<file path="config.mk">
export PLATFORM = sky130hd
export DESIGN_NAME = wmm_scale
export DESIGN_NICKNAME = d
export VERILOG_FILES = /design/src/rtl/wmm_pkg.sv /design/src/rtl/wmm_scale.sv
export SDC_FILE = /design/constraint.sdc
export NUM_CORES = 1
export LEC_CHECK = 0
export BUFFER_PORTS_ARGS = -buffer_cell sky130_fd_sc_hd__buf_2
export CORE_UTILIZATION = 65
export CTS_CLUSTER_DIAMETER = 50
export DETAILED_ROUTE_END_ITERATION = 10
export PLACE_DENSITY = 0.94
export SETUP_SLACK_MARGIN = 0.1
export SYNTH_ARGS = -nofsm -noshare
export SYNTH_HDL_FRONTEND = slang
export SYNTH_SLANG_ARGS = --single-unit
</file>
<file path="constraint.sdc">
create_clock -name clk -period 9 [get_ports clk]
set_clock_uncertainty 0.15 [all_clocks]
set_input_delay 0.45 -clock clk [delete_from_list [all_inputs] [get_ports clk]]
set_output_delay 0.45 -clock clk [all_outputs]
set_load 0.05 [all_outputs]
</file>
<file path="src/rtl/wmm_pkg.sv">
package wmm_pkg;

  localparam int unsigned PowerW = 19;
  localparam int unsigned TimeW = 32;
  localparam int unsigned AxisW = 16;
  localparam int unsigned CountW = 8;
  localparam int unsigned InDataW = 56;
  localparam int unsigned OutDataW = 64;

  localparam logic [TimeW-1:0] MaxAgeReset = 32'd120000;

  localparam logic signed [PowerW-1:0] PowerMax = {1'b0, {(PowerW-1){1'b1}}};
  localparam logic signed [PowerW-1:0] PowerMin = {1'b1, {(PowerW-1){1'b0}}};

  // A multiple of 500 that makes any sample non-negative before the divide.
  localparam logic [19:0] DivOffset = 20'd262500;
  localparam logic [19:0] CeilBias = 20'd499;
  localparam logic signed [15:0] OffsetQuot = 16'sd525;
  // Reciprocals: x / 125 = (x * 268436) >> 25 and x / 5 = (x * 209716) >> 20,
  // both exact for 18-bit x.
  localparam logic [18:0] Recip125 = 19'd268436;
  localparam logic [17:0] Recip5 = 18'd209716;
  localparam logic signed [15:0] StepW = 16'sd50;

  typedef struct packed {
    logic valid;
    logic signed [PowerW-1:0] value;
    logic [TimeW-1:0] stamp;
  } cell_t;

endpackage

</file>
<file path="src/rtl/wmm_scale.sv">
module wmm_scale
  import wmm_pkg::*;
(
  input  logic                     clk,
  input  logic signed [PowerW-1:0] lo,
  input  logic signed [PowerW-1:0] hi,
  input  logic signed [PowerW-1:0] newest,
  output logic signed [AxisW-1:0]  low_w,
  output logic signed [AxisW-1:0]  high_w,
  output logic signed [AxisW-1:0]  newest_w
);

  logic [19:0] u_lo, u_hi;
  logic [PowerW-1:0] mag;
  logic [17:0] y_lo, y_hi, y_new;
  logic neg;
  logic [36:0] p_lo, p_hi;
  logic [35:0] p_new;
  logic [11:0] q_lo, q_hi;
  logic [14:0] q_new;
  logic neg2;
  logic signed [15:0] lo_q, hi_q;
  logic signed [AxisW-1:0] high_raw;

  assign u_lo = 20'(21'(signed'(lo)) + 21'(DivOffset));
  assign u_hi = 20'(21'(signed'(hi)) + 21'(DivOffset) + 21'(CeilBias));
  assign mag = newest[PowerW-1] ? PowerW'(-newest) : PowerW'(newest);

  always_ff @(posedge clk) begin
    y_lo <= u_lo[19:2];
    y_hi <= u_hi[19:2];
    y_new <= mag[18:1];
    neg <= newest[PowerW-1];
  end

  assign p_lo = 37'(y_lo) * 37'(Recip125);
  assign p_hi = 37'(y_hi) * 37'(Recip125);
  assign p_new = 36'(y_new) * 36'(Recip5);

  always_ff @(posedge clk) begin
    q_lo <= p_lo[36:25];
    q_hi <= p_hi[36:25];
    q_new <= p_new[34:20];
    neg2 <= neg;
  end

  assign lo_q = $signed({4'b0, q_lo}) - OffsetQuot;
  assign hi_q = $signed({4'b0, q_hi}) - OffsetQuot;
  assign low_w = 16'(lo_q * StepW);
  assign high_raw = 16'(hi_q * StepW);
  assign high_w = (high_raw == low_w) ? 16'(low_w + StepW) : high_raw;
  assign newest_w = neg2 ? -$signed({1'b0, q_new}) : $signed({1'b0, q_new});

endmodule

</file>
Word level (Yosys, flattened, before mapping)
Cells that the tools add are included.

$add $sub $neg: 8. Multiply operators: 5. Equal/unequal tests: 1. Multiplexer cells: 3.

Operators by type and width (count): 18-bit by 17-bit multiplier with 35-bit output (second input constant) (2); 19-bit by 20-bit adder with 20-bit output (second input constant) (2); 18-bit by 16-bit multiplier with 33-bit output (second input constant) (1); 16-bit two-way mux (2); 13-bit by 6-bit multiplier with 15-bit output (second input constant) (2); 12-bit by 10-bit subtractor with 13-bit output (second input constant) (2); 20-bit by 9-bit adder with 20-bit output (second input constant) (1); 19-bit negator (1); 18-bit two-way mux (1); 16-bit by 7-bit adder with 16-bit output (second input constant) (1); 15-bit negator with 16-bit output (1); 15-bit == test (1).

Register bits after elaboration: 95. Input port bits: 58. Word-level logic and storage cells: 26.

Logic depth before layout (Yosys ltp)
Gate-level depths: netlist (run 1).

Word-level depth: 4. Depth in mapped cells: 21. Gate-level depth less buffers: 21.

Worst setup path after synthesis (run 1)
OpenSTA, ideal clock, no wires.

Path type: register -> output. Start point: register q_lo[0]. End point: output port high_w[10]. Arrival: 7.294 ns. Data required time: 8.400 ns. Setup slack: 1.106 ns. Cell stages (with the launch flop): 18. Path buffers: 1. Path through: dfxtp_1 inv_1 ha_1 xnor2_1 ha_1 fa_1 ha_1 ha_1 fa_1 a21o_1 a211oi_1 o21bai_1 xor2_1 xnor3_1 nand4b_1 nor3_2 buf_6 mux2i_1.

Longest elaborated chain between the ends: 4. Elaborated cells on any way between the ends: 5.

RTL lines: from (decl) (line wmm_scale.sv:19) `logic [11:0] q_lo, q_hi;`; from (signal assigned) (line wmm_scale.sv:41) `q_lo <= p_lo[36:25];`; 12-bit by 10-bit subtractor with 13-bit output (*) (line wmm_scale.sv:47) `assign lo_q = $signed({4'b0, q_lo}) - OffsetQuot;`; 13-bit by 6-bit multiplier with 15-bit output (*) (line wmm_scale.sv:49) `assign low_w = 16'(lo_q * StepW);`; named net low_w[1] (line wmm_scale.sv:8) `output logic signed [AxisW-1:0] low_w,`; 16-bit by 7-bit adder with 16-bit output / 15-bit == test (equally long branches) (line wmm_scale.sv:51) `assign high_w = (high_raw == low_w) ? 16'(low_w + StepW) : high_raw;`; 16-bit two-way mux (*) (line wmm_scale.sv:51); to (decl) (line wmm_scale.sv:9) `output logic signed [AxisW-1:0] high_w,`.

The timed path passes the listed nets; every way through them passes the cells marked *.

Worst setup path in the final report (run 1)
Start point: register q_lo[0]. End point: output port high_w[6].

Longest elaborated chain between the ends: 4. Elaborated cells on any way between the ends: 5.

RTL lines (line): 12-bit by 10-bit subtractor with 13-bit output (*) (wmm_scale.sv:47); 13-bit by 6-bit multiplier with 15-bit output (*) (wmm_scale.sv:49); 16-bit by 7-bit adder with 16-bit output / 15-bit == test (equally long branches) (wmm_scale.sv:51); 16-bit two-way mux (*) (wmm_scale.sv:51).

Mark *: on every way between the ends. The rest lies on a longest branch, timed or not.

==> impl_summary.txt, run 1 <==
----------------------------------------------------
[Setup path]
  Startpoint kind of the worst setup timing path ... register
  Kind of critical path ... reg2out
  Reg2Reg Depth ... 19
  End of the worst register-to-register path ... q_new[14]
  Maximum fanout encountered on the critical timing path ... 11
  Beginning of the critical path ... q_lo[0]
  CP Capture Point ... high_w[6]
  CP most frequent cell ... sky130_fd_sc_hd__inv_1
  Data arrival time of the critical path ... 6400 ps
  Required time reported for the critical path endpoint ... 8400 ps
  Worst reg-to-reg setup slack ... 2530 ps
  List of cells traversed by the critical path ... inv_1 > ha_1 > and3b_1 > or3_1 > xnor2_1 > inv_1 > fa_1 > inv_1 > ha_1 > fa_1 > a21o_1 > a211oi_1 > o21bai_1 > xor2_1 > xnor3_1 > nand4b_1 > nor3_2 > buf_4 > mux2_2 > buf_2
  Critical Path End Type ... output pin
  Maximum cell stage delay along the critical path ... 540 ps
  Cell with the biggest individual delay on the critical path ... sky130_fd_sc_hd__fa_1
  Source of the worst register-to-register timing path ... y_new[6]

[Synth]
  Count of warnings emitted by yosys ... 0
  Number of flops mapped to enable cells by yosys ... 0
  Synth area leaders ... sky130_fd_sc_hd__ha_1 (33%), sky130_fd_sc_hd__fa_1 (22%), sky130_fd_sc_hd__inv_1 (10%)
  Dominant synthesized flop cell ... sky130_fd_sc_hd__dfxtp_1
  Cell taking the most area after synthesis ... sky130_fd_sc_hd__ha_1
  Area fraction of the dominant cell type after synthesis ... 33.2%
  Distinct cells, synth ... 68
  Most common cell in the synthesized netlist ... sky130_fd_sc_hd__inv_1
  Mapped Avg Cell Area ... 9.52 sq um
  Sequential element share of the synthesized area ... 10.3%
  Cell area after synthesis ... 0.0184 sq mm
  Instance count of the mapped netlist ... 1933
  Async S/R FF share, synth ... 0%
  Number of flip-flops and latches in the synthesized netlist ... 95
  Cell types with the highest counts after synthesis ... sky130_fd_sc_hd__inv_1 (512), sky130_fd_sc_hd__ha_1 (488), sky130_fd_sc_hd__fa_1 (205)

[Layout]
  FF/Latch Area ... 0.00190 sq mm
  Multi-input gate area in the final layout ... 0.0145 sq mm
  Layout cells sized above 1 ... 6.85%
  Total inserted antenna cells ... 0
  Area growth from synthesis to final layout ... 6.68%
  Fill count ... 1867
  Nets ... 2790

[Clock network]
  Root cell of the clock tree ... sky130_fd_sc_hd__clkbuf_16
  Clk pin slew, worst setup/hold paths ... 80 ps
  Gates resized, CTS repair ... 0
  Hold Buf Count CTS ... 0
  Number of buffers created by CTS ... 9
  Worst-case clock buffer depth ... 2
  Worst-skew pair later-pin latency ... 370 ps
  CTS tree ... done
  Total clock sinks ... 95
  Total number of H-tree levels ... 3
  Post-CTS repair timing setup buffer count ... 0

[STA]
  Final critical-path share of the clock period ... 77.8%
  Setup repair after global routing missed its margin ... no
  Worst slew margin ... 31.8%
  Fin Setup TNS ... 0 ps
  Number of slew-limit violations in the final report ... 0
  Final hold violations ... 0
  Count of final setup violators ... 0
  Fin crit period ... 7000 ps
  Final Hold Slack ... 103 ps
  Actual slew at the worst max-slew pin ... 997 ps
  Maximum clock rate ... 143 MHz

[Floorplan]
  Die boundary width ... 170 microns
  Chip height ... 170 microns
  Number of core rows ... 61
  Area of the placeable core ... 0.0278 sq mm
  Boundary Pins ... 106
  Area enclosed by the die boundary ... 0.0290 sq mm
  Initial standard-cell utilization of the core ... 66.2%

[Global route]
  Antenna violations before repair ... 0
  Maximum number of pins on one net before global-route repair ... 21
  Aggregate global routing overflow ... 0
  Gr usage total ... 30.1%
  Vias in the first global route ... 15.0k
  Global-route wire length before repair ... 68.6 mm

[Placement]
  Quantity of I/O buffers inserted on ports ... 101
  Post-DP HPWL ... 35.6 mm
  Weighted congestion at the end of routability-driven global placement ... 0.972

[Routing]
  Wire length per cell ... 17.2 microns
  Number of iterations in the first detailed-routing pass ... 5
  Number of vias per cell ... 5.71
  Post-route DRC ... 0
  Routed Antenna Nets ... 0
  Iteration-0 DRC Markers ... 758
  Total length of routed wires ... 41.6 mm
  Vias post-DR ... 13.8k

[Hold path]
  Hold WC Path Type ... in2reg

[Job]
  # Max-Cap Violations ... 0

[Run status]
  Outcome ... complete, no violations

----------------------------------------------------
## registers in the layout, summed over array words and instances, names as in the netlist
signal  count
y_new      18
q_new      15
y_hi       18
neg         1
q_hi       12
neg2        1
q_lo       12
y_lo       18
## layout make-up
class                           instances  area share [%]
Clock buffer                            9            1.15
Clock inverter                          7           0.319
Inverter                              512            9.79
Multi-Input combinational cell       1319            74.0
Sequential cell                        95            9.69
Tap cell                              378            2.41
Timing Repair Buffer                  102            2.61
## cells by family after synthesis
| logic type | after synthesis | synth area share (%) |
|---|---|---|
| other cells | 1 | 0.0204 |
| fa+ha+maj | 693 | 55.5 |
| compound gates | 206 | 7.52 |
| mux | 16 | 1.01 |
| simple gates | 236 | 6.72 |
| buf+inv | 520 | 10.7 |
| xor+xnor | 166 | 8.21 |
| flops | 95 | 10.3 |
## layout by cell type (no fill, tap or decap), drive strengths merged, types with 27 or more instances in the layout
cell type  netlist  routed
inv            512     516
ha             488     488
fa             205     205
xnor2          108     108
buf              4     102
dfxtp           95      95
xor2            54      54
a21oi           47      47
nor2            45      45
nand2           45      45
o21ai           43      43
nor3            27      27
## metrics by stage
step	utilization (%)	cells	setup WS, ps	cell area, sq um
2_1_floorplan	-	1934	1110	18400
3_3_place_gp	69.6	2406	2580	19300
3_5_place_dp	69.6	2406	2400	19300
4_1_cts	70.7	2422	2000	19600
5_1_grt	70.7	2422	1610	19600
6_report	70.7	2422	2000	19600
## how the worst min path moves through the flow
stage | from | endpoint | slack, ps | cells past startpoint
6_report | lo[2] | y_lo[0] | 100 | 2
5_1_grt | lo[2] | y_lo[0] | 100 | 2
4_1_cts | lo[2] | y_lo[0] | 100 | 2
3_5_place_dp | neg | neg2 | 230 | 0
3_3_place_gp | neg | neg2 | 230 | 0
2_1_floorplan | neg | neg2 | 160 | 0
## critical path: cells and delay by family (launching register included)
| kind | cells | cell delay (ps) |
|---|---|---|
| simple gates | 4 | 1190 |
| fa+ha+maj | 4 | 1630 |
| buf+inv | 5 | 810 |
| flops | 1 | 370 |
| compound gates | 3 | 600 |
| xor+xnor | 3 | 1070 |
| mux | 1 | 360 |
## layer usage
layer	GRT usage, %	wire length (microns)	up-vias
li1	-	-	6476
met5	0	0	-
met3	4.35	2410	196
met1	32.5	15600	6626
met2	55.8	21400	520
met4	17.5	2270	0
Power of run 1 is not shown: default switching activity piles up to over one toggle a cycle in this logic, so the estimate is an artifact.
==> run 2, diff against run 1 <==
- ABC_AREA: default -> 1
- CORE_UTILIZATION: 65 -> 59
- PLACE_DENSITY: 0.94 -> 0.9
- clock period: 9 -> 5.66 ns (I/O delays scaled with it)
==> run 2 against run 1 <==
  * Via count is 24% higher
  * Highest routed layer unchanged
  * Critical path depth is 1 lower
  * Register-to-register slack lost 2300 ps
  * Cell count grew 28%
  * Synthesized cell count up 29%
  * Critical path type is now reg2reg
  * Largest cell class unchanged
  * Flip-flop and latch count is the same
  * Setup slack worse by 1800 ps
  * Count of clock-buffer cells in the layout is the same
  * Worst hold slack worse by 98 ps
==> impl_summary.txt, run 2 <==
----------------------------------------------------
[STA]
  Fin Setup TNS ... 0 ps (unchanged)
  Final Hold Slack ... 5.78 ps (-97.6 ps)
  Final hold violations ... 0 (unchanged)
  Worst setup slack after layout ... 241 ps (-1760 ps)
  Count of final setup violators ... 0 (unchanged)
  Number of slew-limit violations in the final report ... 0 (unchanged)
  Maximum clock rate ... 185 MHz
  Final critical-path share of the clock period ... 95.7%
  Actual slew at the worst max-slew pin ... 567 ps (-430 ps)
  Setup repair after global routing missed its margin ... no
  Worst slew margin ... 61.9% (+30 points)
  Fin crit period ... 5420 ps

[Synth]
  Cell taking the most area after synthesis ... sky130_fd_sc_hd__ha_1
  Cell area after synthesis ... 0.0201 sq mm (+9.2%)
  Dominant synthesized flop cell ... sky130_fd_sc_hd__dfxtp_1
  Sequential element share of the synthesized area ... 9.46% (-0.87 points)
  Count of warnings emitted by yosys ... 0 (unchanged)
  Synth area leaders ... sky130_fd_sc_hd__ha_1 (30%), sky130_fd_sc_hd__fa_1 (20%), sky130_fd_sc_hd__inv_1 (12%)
  Most common cell in the synthesized netlist ... sky130_fd_sc_hd__inv_1
  Mapped Avg Cell Area ... 8.08 sq um (-15%)
  Instance count of the mapped netlist ... 2487 (+29%)
  Number of flops mapped to enable cells by yosys ... 0 (unchanged)
  Distinct cells, synth ... 57 (-16%)
  Cell types with the highest counts after synthesis ... sky130_fd_sc_hd__inv_1 (649), sky130_fd_sc_hd__ha_1 (488), sky130_fd_sc_hd__nand2_1 (320)
  Async S/R FF share, synth ... 0% (unchanged)
  Number of flip-flops and latches in the synthesized netlist ... 95 (unchanged)
  Area fraction of the dominant cell type after synthesis ... 30.4% (-2.8 points)

[Global route]
  Vias in the first global route ... 18.1k (+21%)
  Maximum number of pins on one net before global-route repair ... 21 (unchanged)
  Aggregate global routing overflow ... 0 (unchanged)
  Gr usage total ... 29.2% (-0.91 points)
  Global-route wire length before repair ... 83.4 mm (+22%)
  Antenna violations before repair ... 0 (unchanged)

[Floorplan]
  Area of the placeable core ... 0.0335 sq mm (+21%)
  Initial standard-cell utilization of the core ... 59.9% (-6.3 points)
  Number of core rows ... 67 (+9.8%)
  Boundary Pins ... 106 (unchanged)
  Die boundary width ... 187 microns (+9.6%)
  Area enclosed by the die boundary ... 0.0348 sq mm (+20%)
  Chip height ... 187 microns (+9.6%)

[Clock network]
  Number of buffers created by CTS ... 9 (unchanged)
  Worst-skew pair later-pin latency ... 380 ps (about the same)
  Total clock sinks ... 95 (unchanged)
  Clk pin slew, worst setup/hold paths ... 70 ps (about the same)
  CTS tree ... done
  Root cell of the clock tree ... sky130_fd_sc_hd__clkbuf_16
  Total number of H-tree levels ... 3 (unchanged)
  Worst-case clock buffer depth ... 2 (unchanged)

[Layout]
  Layout cells sized above 1 ... 10.5% (+3.7 points)
  Top flop regs ... y_hi: 18 flops, y_lo: 18 flops, y_new: 18 flops
  Post-route insts no fill ... 3104 (+28%)
  Nets ... 3402 (+22%)
  FF/Latch Area ... 0.00192 sq mm (+0.92%)
  Multi-input gate area in the final layout ... 0.0161 sq mm (+11%)
  Fill count ... 2432 (+30%)
  Commonest cells after routing, fill and taps aside ... sky130_fd_sc_hd__inv_1 (647), sky130_fd_sc_hd__ha_1 (473), sky130_fd_sc_hd__nand2_1 (314)
  Total inserted antenna cells ... 0 (unchanged)
  Most common cell after layout, fill and taps aside ... sky130_fd_sc_hd__inv_1
  Area growth from synthesis to final layout ... 11.9%

[Routing]
  Number of vias per cell ... 5.52 (-3.3%)
  Post-route DRC ... 0 (unchanged)
  Number of iterations in the first detailed-routing pass ... 6 (+1)
  Vias post-DR ... 17.1k (+24%)
  Routed Antenna Nets ... 0 (unchanged)
  Total length of routed wires ... 51.2 mm (+23%)
  Iteration-0 DRC Markers ... 1085 (+43%)
  Wire length per cell ... 16.5 microns (-4.1%)

[Placement]
  Post-DP HPWL ... 41.2 mm (+16%)
  Quantity of I/O buffers inserted on ports ... 101 (unchanged)
  Post-Place Cells ... 3043 (+26%)
  Worst setup slack after placement ... 1.58 ps (-2400 ps)
  Weighted congestion at the end of routability-driven global placement ... 0.991 (+2.0%)

[Hold path]
  Hold WC Path Type ... in2reg
  Launch instance of the worst min-delay path ... newest[16]

[Run status]
  Outcome ... complete, no violations

[Setup path]
  Beginning of the critical path ... y_new[0]
  Maximum fanout encountered on the critical timing path ... 6 (-5)
  Critical Path End Type ... register
  Required time reported for the critical path endpoint ... 5770 ps (-2630 ps)
  Kind of critical path ... reg2reg
  Startpoint kind of the worst setup timing path ... register
  Source of the worst register-to-register timing path ... y_new[0]
  Data arrival time of the critical path ... 5530 ps (-870 ps)

[Job]
  # Max-Cap Violations ... 0 (unchanged)

----------------------------------------------------
==> run 2: worst paths after layout <==
path	slack, ps	to	depth (start not counted)
min	6	y_new[17]	2
max	240	q_new[8]	19
min reg2reg	190	neg2	0
max reg2reg	240	q_new[8]	19
==> run 2: worst max-delay path: stages, from the launching register on <==
cell                       delay (ps)
sky130_fd_sc_hd__dfxtp_2          370
sky130_fd_sc_hd__ha_1             400
sky130_fd_sc_hd__ha_1             300
sky130_fd_sc_hd__inv_1             50
sky130_fd_sc_hd__fa_1             530
sky130_fd_sc_hd__inv_1             60
sky130_fd_sc_hd__fa_1             500
sky130_fd_sc_hd__fa_1             550
sky130_fd_sc_hd__inv_1             60
sky130_fd_sc_hd__fa_1             530
sky130_fd_sc_hd__inv_1             40
sky130_fd_sc_hd__ha_1             330
sky130_fd_sc_hd__a21oi_1          290
sky130_fd_sc_hd__o21ai_0          160
sky130_fd_sc_hd__a21oi_1          140
sky130_fd_sc_hd__nand2_1          140
sky130_fd_sc_hd__a21oi_1          280
sky130_fd_sc_hd__o21bai_1         140
sky130_fd_sc_hd__buf_4            150
sky130_fd_sc_hd__xor2_1           130
==> run 2: per-layer routing <==
layer | vias to the layer above | GRT usage, % | share of wire [%]
met5 | - | 0 | 0
met4 | 0 | 13.4 | 4.6
met3 | 219 | 4.57 | 5.2
met2 | 669 | 53.4 | 50
met1 | 8106 | 33.3 | 40
li1 | 8138 | - | -
==> run 2: layout make-up <==
cell class	instances	share of cell area, %
clock buffer	9	1.00
inverter	657	11.0
timing repair buffer	160	4.88
tap	448	2.49
clock inverter	7	0.356
sequential	95	8.53
multi-input combinational	1728	71.8
==> run 2: cells by family after synthesis <==
group | count (synthesis) | share of synthesized area [%]
compound gates | 227 | 6.38
other cells | 1 | 0.0187
fa+ha+maj | 693 | 50.8
xor+xnor | 132 | 5.79
flops | 95 | 9.46
buf+inv | 668 | 12.7
simple gates | 671 | 14.9
==> run 2: per-stage QoR <==
| step | utilization [%] | area [sq um] |
|---|---|---|
| floorplan | - | 20100 |
| CTS | 65.8 | 22100 |
| global route | 67.1 | 22500 |
| finish | 67.1 | 22500 |
| detailed placement | 63.4 | 21300 |
| global placement | 63.4 | 21300 |
==> run 2: repair_timing <==
item / CTS / global route
buffers inserted: 2 / 3
hold buffers: 37 / 0
endpoints found under the hold margin: 36 / 0
pin swaps: 3 / 12
gates resized for setup: 31 / 83
endpoints found under the setup margin: 18 / 21
gates cloned: 1 / 2
Power of run 2 is left out for the same reason.
==> run 3, diff against run 2 <==
- REMOVE_ABC_BUFFERS: default -> 1
==> run 3 against run 2 <==
  * The run now ends with hold timing left
  * Non-clock buffer count grew 5
  * Wire length shrank 1.1%
  * Setup slack better by 12 ps
  * Global-route usage is 0.067 points lower
  * First-iteration DRC count fell by 13%
  * Largest cell class unchanged
  * Maximum frequency up 0.22%
  * Critical path depth up 2
  * Core utilization fell by 0.41 points
  * Count of clock-buffer cells in the layout is the same
  * Highest routed layer unchanged
  * Sequential share of layout area is essentially flat
  * Cell area is 0.62% lower
==> impl_summary.txt, run 3 (same netlist as run 2, synthesis figures left out) <==
----------------------------------------------------
[Floorplan]
  Area of the placeable core ... 0.0335 sq mm (unchanged)
  Boundary Pins ... 106 (unchanged)
  Initial standard-cell utilization of the core ... 59.9% (unchanged)
  Area enclosed by the die boundary ... 0.0348 sq mm (unchanged)
  Die boundary width ... 187 microns (unchanged)
  Number of core rows ... 67 (unchanged)
  Chip height ... 187 microns (unchanged)

[Clock network]
  Root cell of the clock tree ... sky130_fd_sc_hd__clkbuf_16
  Total clock sinks ... 95 (unchanged)
  CTS tree ... done
  Worst-case clock buffer depth ... 2 (unchanged)
  Clk pin slew, worst setup/hold paths ... 80 ps (about the same)
  Total number of H-tree levels ... 3 (unchanged)
  Worst-skew pair later-pin latency ... 370 ps (about the same)
  Number of buffers created by CTS ... 9 (unchanged)

[Setup path]
  CP top delay family ... adder cells
  Critical Path End Type ... register
  Maximum cell stage delay along the critical path ... 540 ps (about the same)
  Data arrival time of the critical path ... 5550 ps (+20 ps)
  Startpoint kind of the worst setup timing path ... register
  List of cells traversed by the critical path ... ha_1 > buf_4 > ha_1 > inv_1 > fa_1 > inv_1 > fa_1 > fa_1 > inv_1 > fa_1 > inv_1 > ha_1 > nand2_1 > nor4_4 > nand3b_1 > nand3_2 > a21oi_2 > o21ai_2 > nand2_1 > nand2_1 > xor2_1
  Maximum fanout encountered on the critical timing path ... 5 (-1)
  Required time reported for the critical path endpoint ... 5800 ps (+30 ps)
  Number of buffer and inverter stages on the critical path ... 5 (unchanged)
  Kind of critical path ... reg2reg
  Cell with the biggest individual delay on the critical path ... sky130_fd_sc_hd__fa_1

[STA]
  Final Hold Slack ... -3.68 ps (-9.45 ps)
  Number of slew-limit violations in the final report ... 0 (unchanged)
  Worst setup slack after layout ... 253 ps (+11.8 ps)
  Fin Setup TNS ... 0 ps (unchanged)
  Final hold violations ... 1 (+1)
  Setup repair after global routing missed its margin ... yes
  Count of final setup violators ... 0 (unchanged)
  Final critical-path share of the clock period ... 95.5% (-0.21 points)
  Fin crit period ... 5410 ps (-11.8 ps)
  Maximum clock rate ... 185 MHz (+0.22%)

[Placement]
  Worst setup slack after placement ... -67.1 ps (-68.6 ps)
  Post-DP HPWL ... 41.2 mm (about the same)
  Weighted congestion at the end of routability-driven global placement ... 0.960 (-3.1%)
  Quantity of I/O buffers inserted on ports ... 101 (unchanged)

[Run status]
  Outcome ... finished with violations
  Violations in the final reports ... hold timing

[Routing]
  Iteration-0 DRC Markers ... 942 (-13%)
  Wire length per cell ... 16.3 microns (-1.1%)
  Vias post-DR ... 16.9k (-1.2%)
  Number of iterations in the first detailed-routing pass ... 6 (unchanged)
  Total length of routed wires ... 50.6 mm (-1.1%)
  Post-route DRC ... 0 (unchanged)
  Number of vias per cell ... 5.45 (-1.3%)
  Routed Antenna Nets ... 0 (unchanged)

[Global route]
  Maximum number of pins on one net before global-route repair ... 21 (unchanged)
  Global-route wire length before repair ... 83.0 mm (-0.40%)
  Aggregate global routing overflow ... 0 (unchanged)
  Antenna violations before repair ... 0 (unchanged)
  Gr usage total ... 29.1% (-0.067 points)
  Vias in the first global route ... 18.1k (-0.11%)

[Layout]
  Commonest cells after routing, fill and taps aside ... sky130_fd_sc_hd__inv_1 (645), sky130_fd_sc_hd__ha_1 (475), sky130_fd_sc_hd__nand2_1 (315)
  Area growth from synthesis to final layout ... 11.2%
  Total inserted antenna cells ... 0 (unchanged)
  Nets ... 3404 (+0.059%)
  Top flop regs ... y_hi: 18 flops, y_lo: 18 flops, y_new: 18 flops
  Layout cells sized above 1 ... 10.4% (-0.16 points)
  Most common cell after layout, fill and taps aside ... sky130_fd_sc_hd__inv_1
  Fill count ... 2546 (+4.7%)

[Job]
  # Max-Cap Violations ... 0 (unchanged)

[Hold path]
  Hold WC Path Type ... in2reg

----------------------------------------------------
run 3: cell count changes in the layout (fill, tap and decap cells not counted), sizes merged:
cell	delta
buf	+13
dlygate4sd3	-8
clkinv	+2
nand2	-2
clkinvlp	-1
inv	-1
nand3	-1
run 3: layout make-up:
cell class	count	area, sq um	share of cell area, %
Multi-Input combinational cell	1725	16000	71.5
Inverter	657	2470	11.0
Clock inverter	7	83.8	0.375
Clock buffer	9	225	1.01
Timing Repair Buffer	165	1120	5.01
Tap cell	448	561	2.51
Sequential cell	95	1920	8.57
run 3: worst min-delay path, delay by kind of cell:
family	cells	cell delay, ps
AOI/OAI and AO/OA	1	70
buffers and inverters	1	80
and+or+nand+nor	1	50
run 3: stage by stage:
stage                     hold WS [ps]  area, sq um  utilization (%)  cells
after detailed placement           171        21200             63.3   3046
after global routing              7.83        22400             66.7   3106
final                            -3.68        22400             66.7   3106
after CTS                         2.16        21900             65.5   3092
after global placement             168        21200             63.3   3046
after floorplan                    160        20000                -   2477
run 3: final timing paths:
kind,slack [ps],depth (start not counted),to,startpoint
setup reg to reg,250,21,q_new[13],y_new[4]
hold / removal,-4,3,y_hi[0],hi[0]
hold reg to reg,180,0,neg2,neg
setup / recovery,250,21,q_new[13],y_new[4]
run 3: timing repair:
item                                    4_1_cts  5_1_grt
buffers inserted                              1       14
hold buffers                                 29        0
resized for setup                            28       68
pin swaps                                     2       15
cloned                                        0        0
endpoints found under the setup margin       18       24
hold endpoints to repair                     29        0
run 3: routing by layer:
metal	global-route usage, %	part of all wire, %
met5	0	0
met4	11.9	4.3
met3	3.72	4.3
met2	54.5	51
met1	33.3	40
Power of run 3 is left out for the same reason.
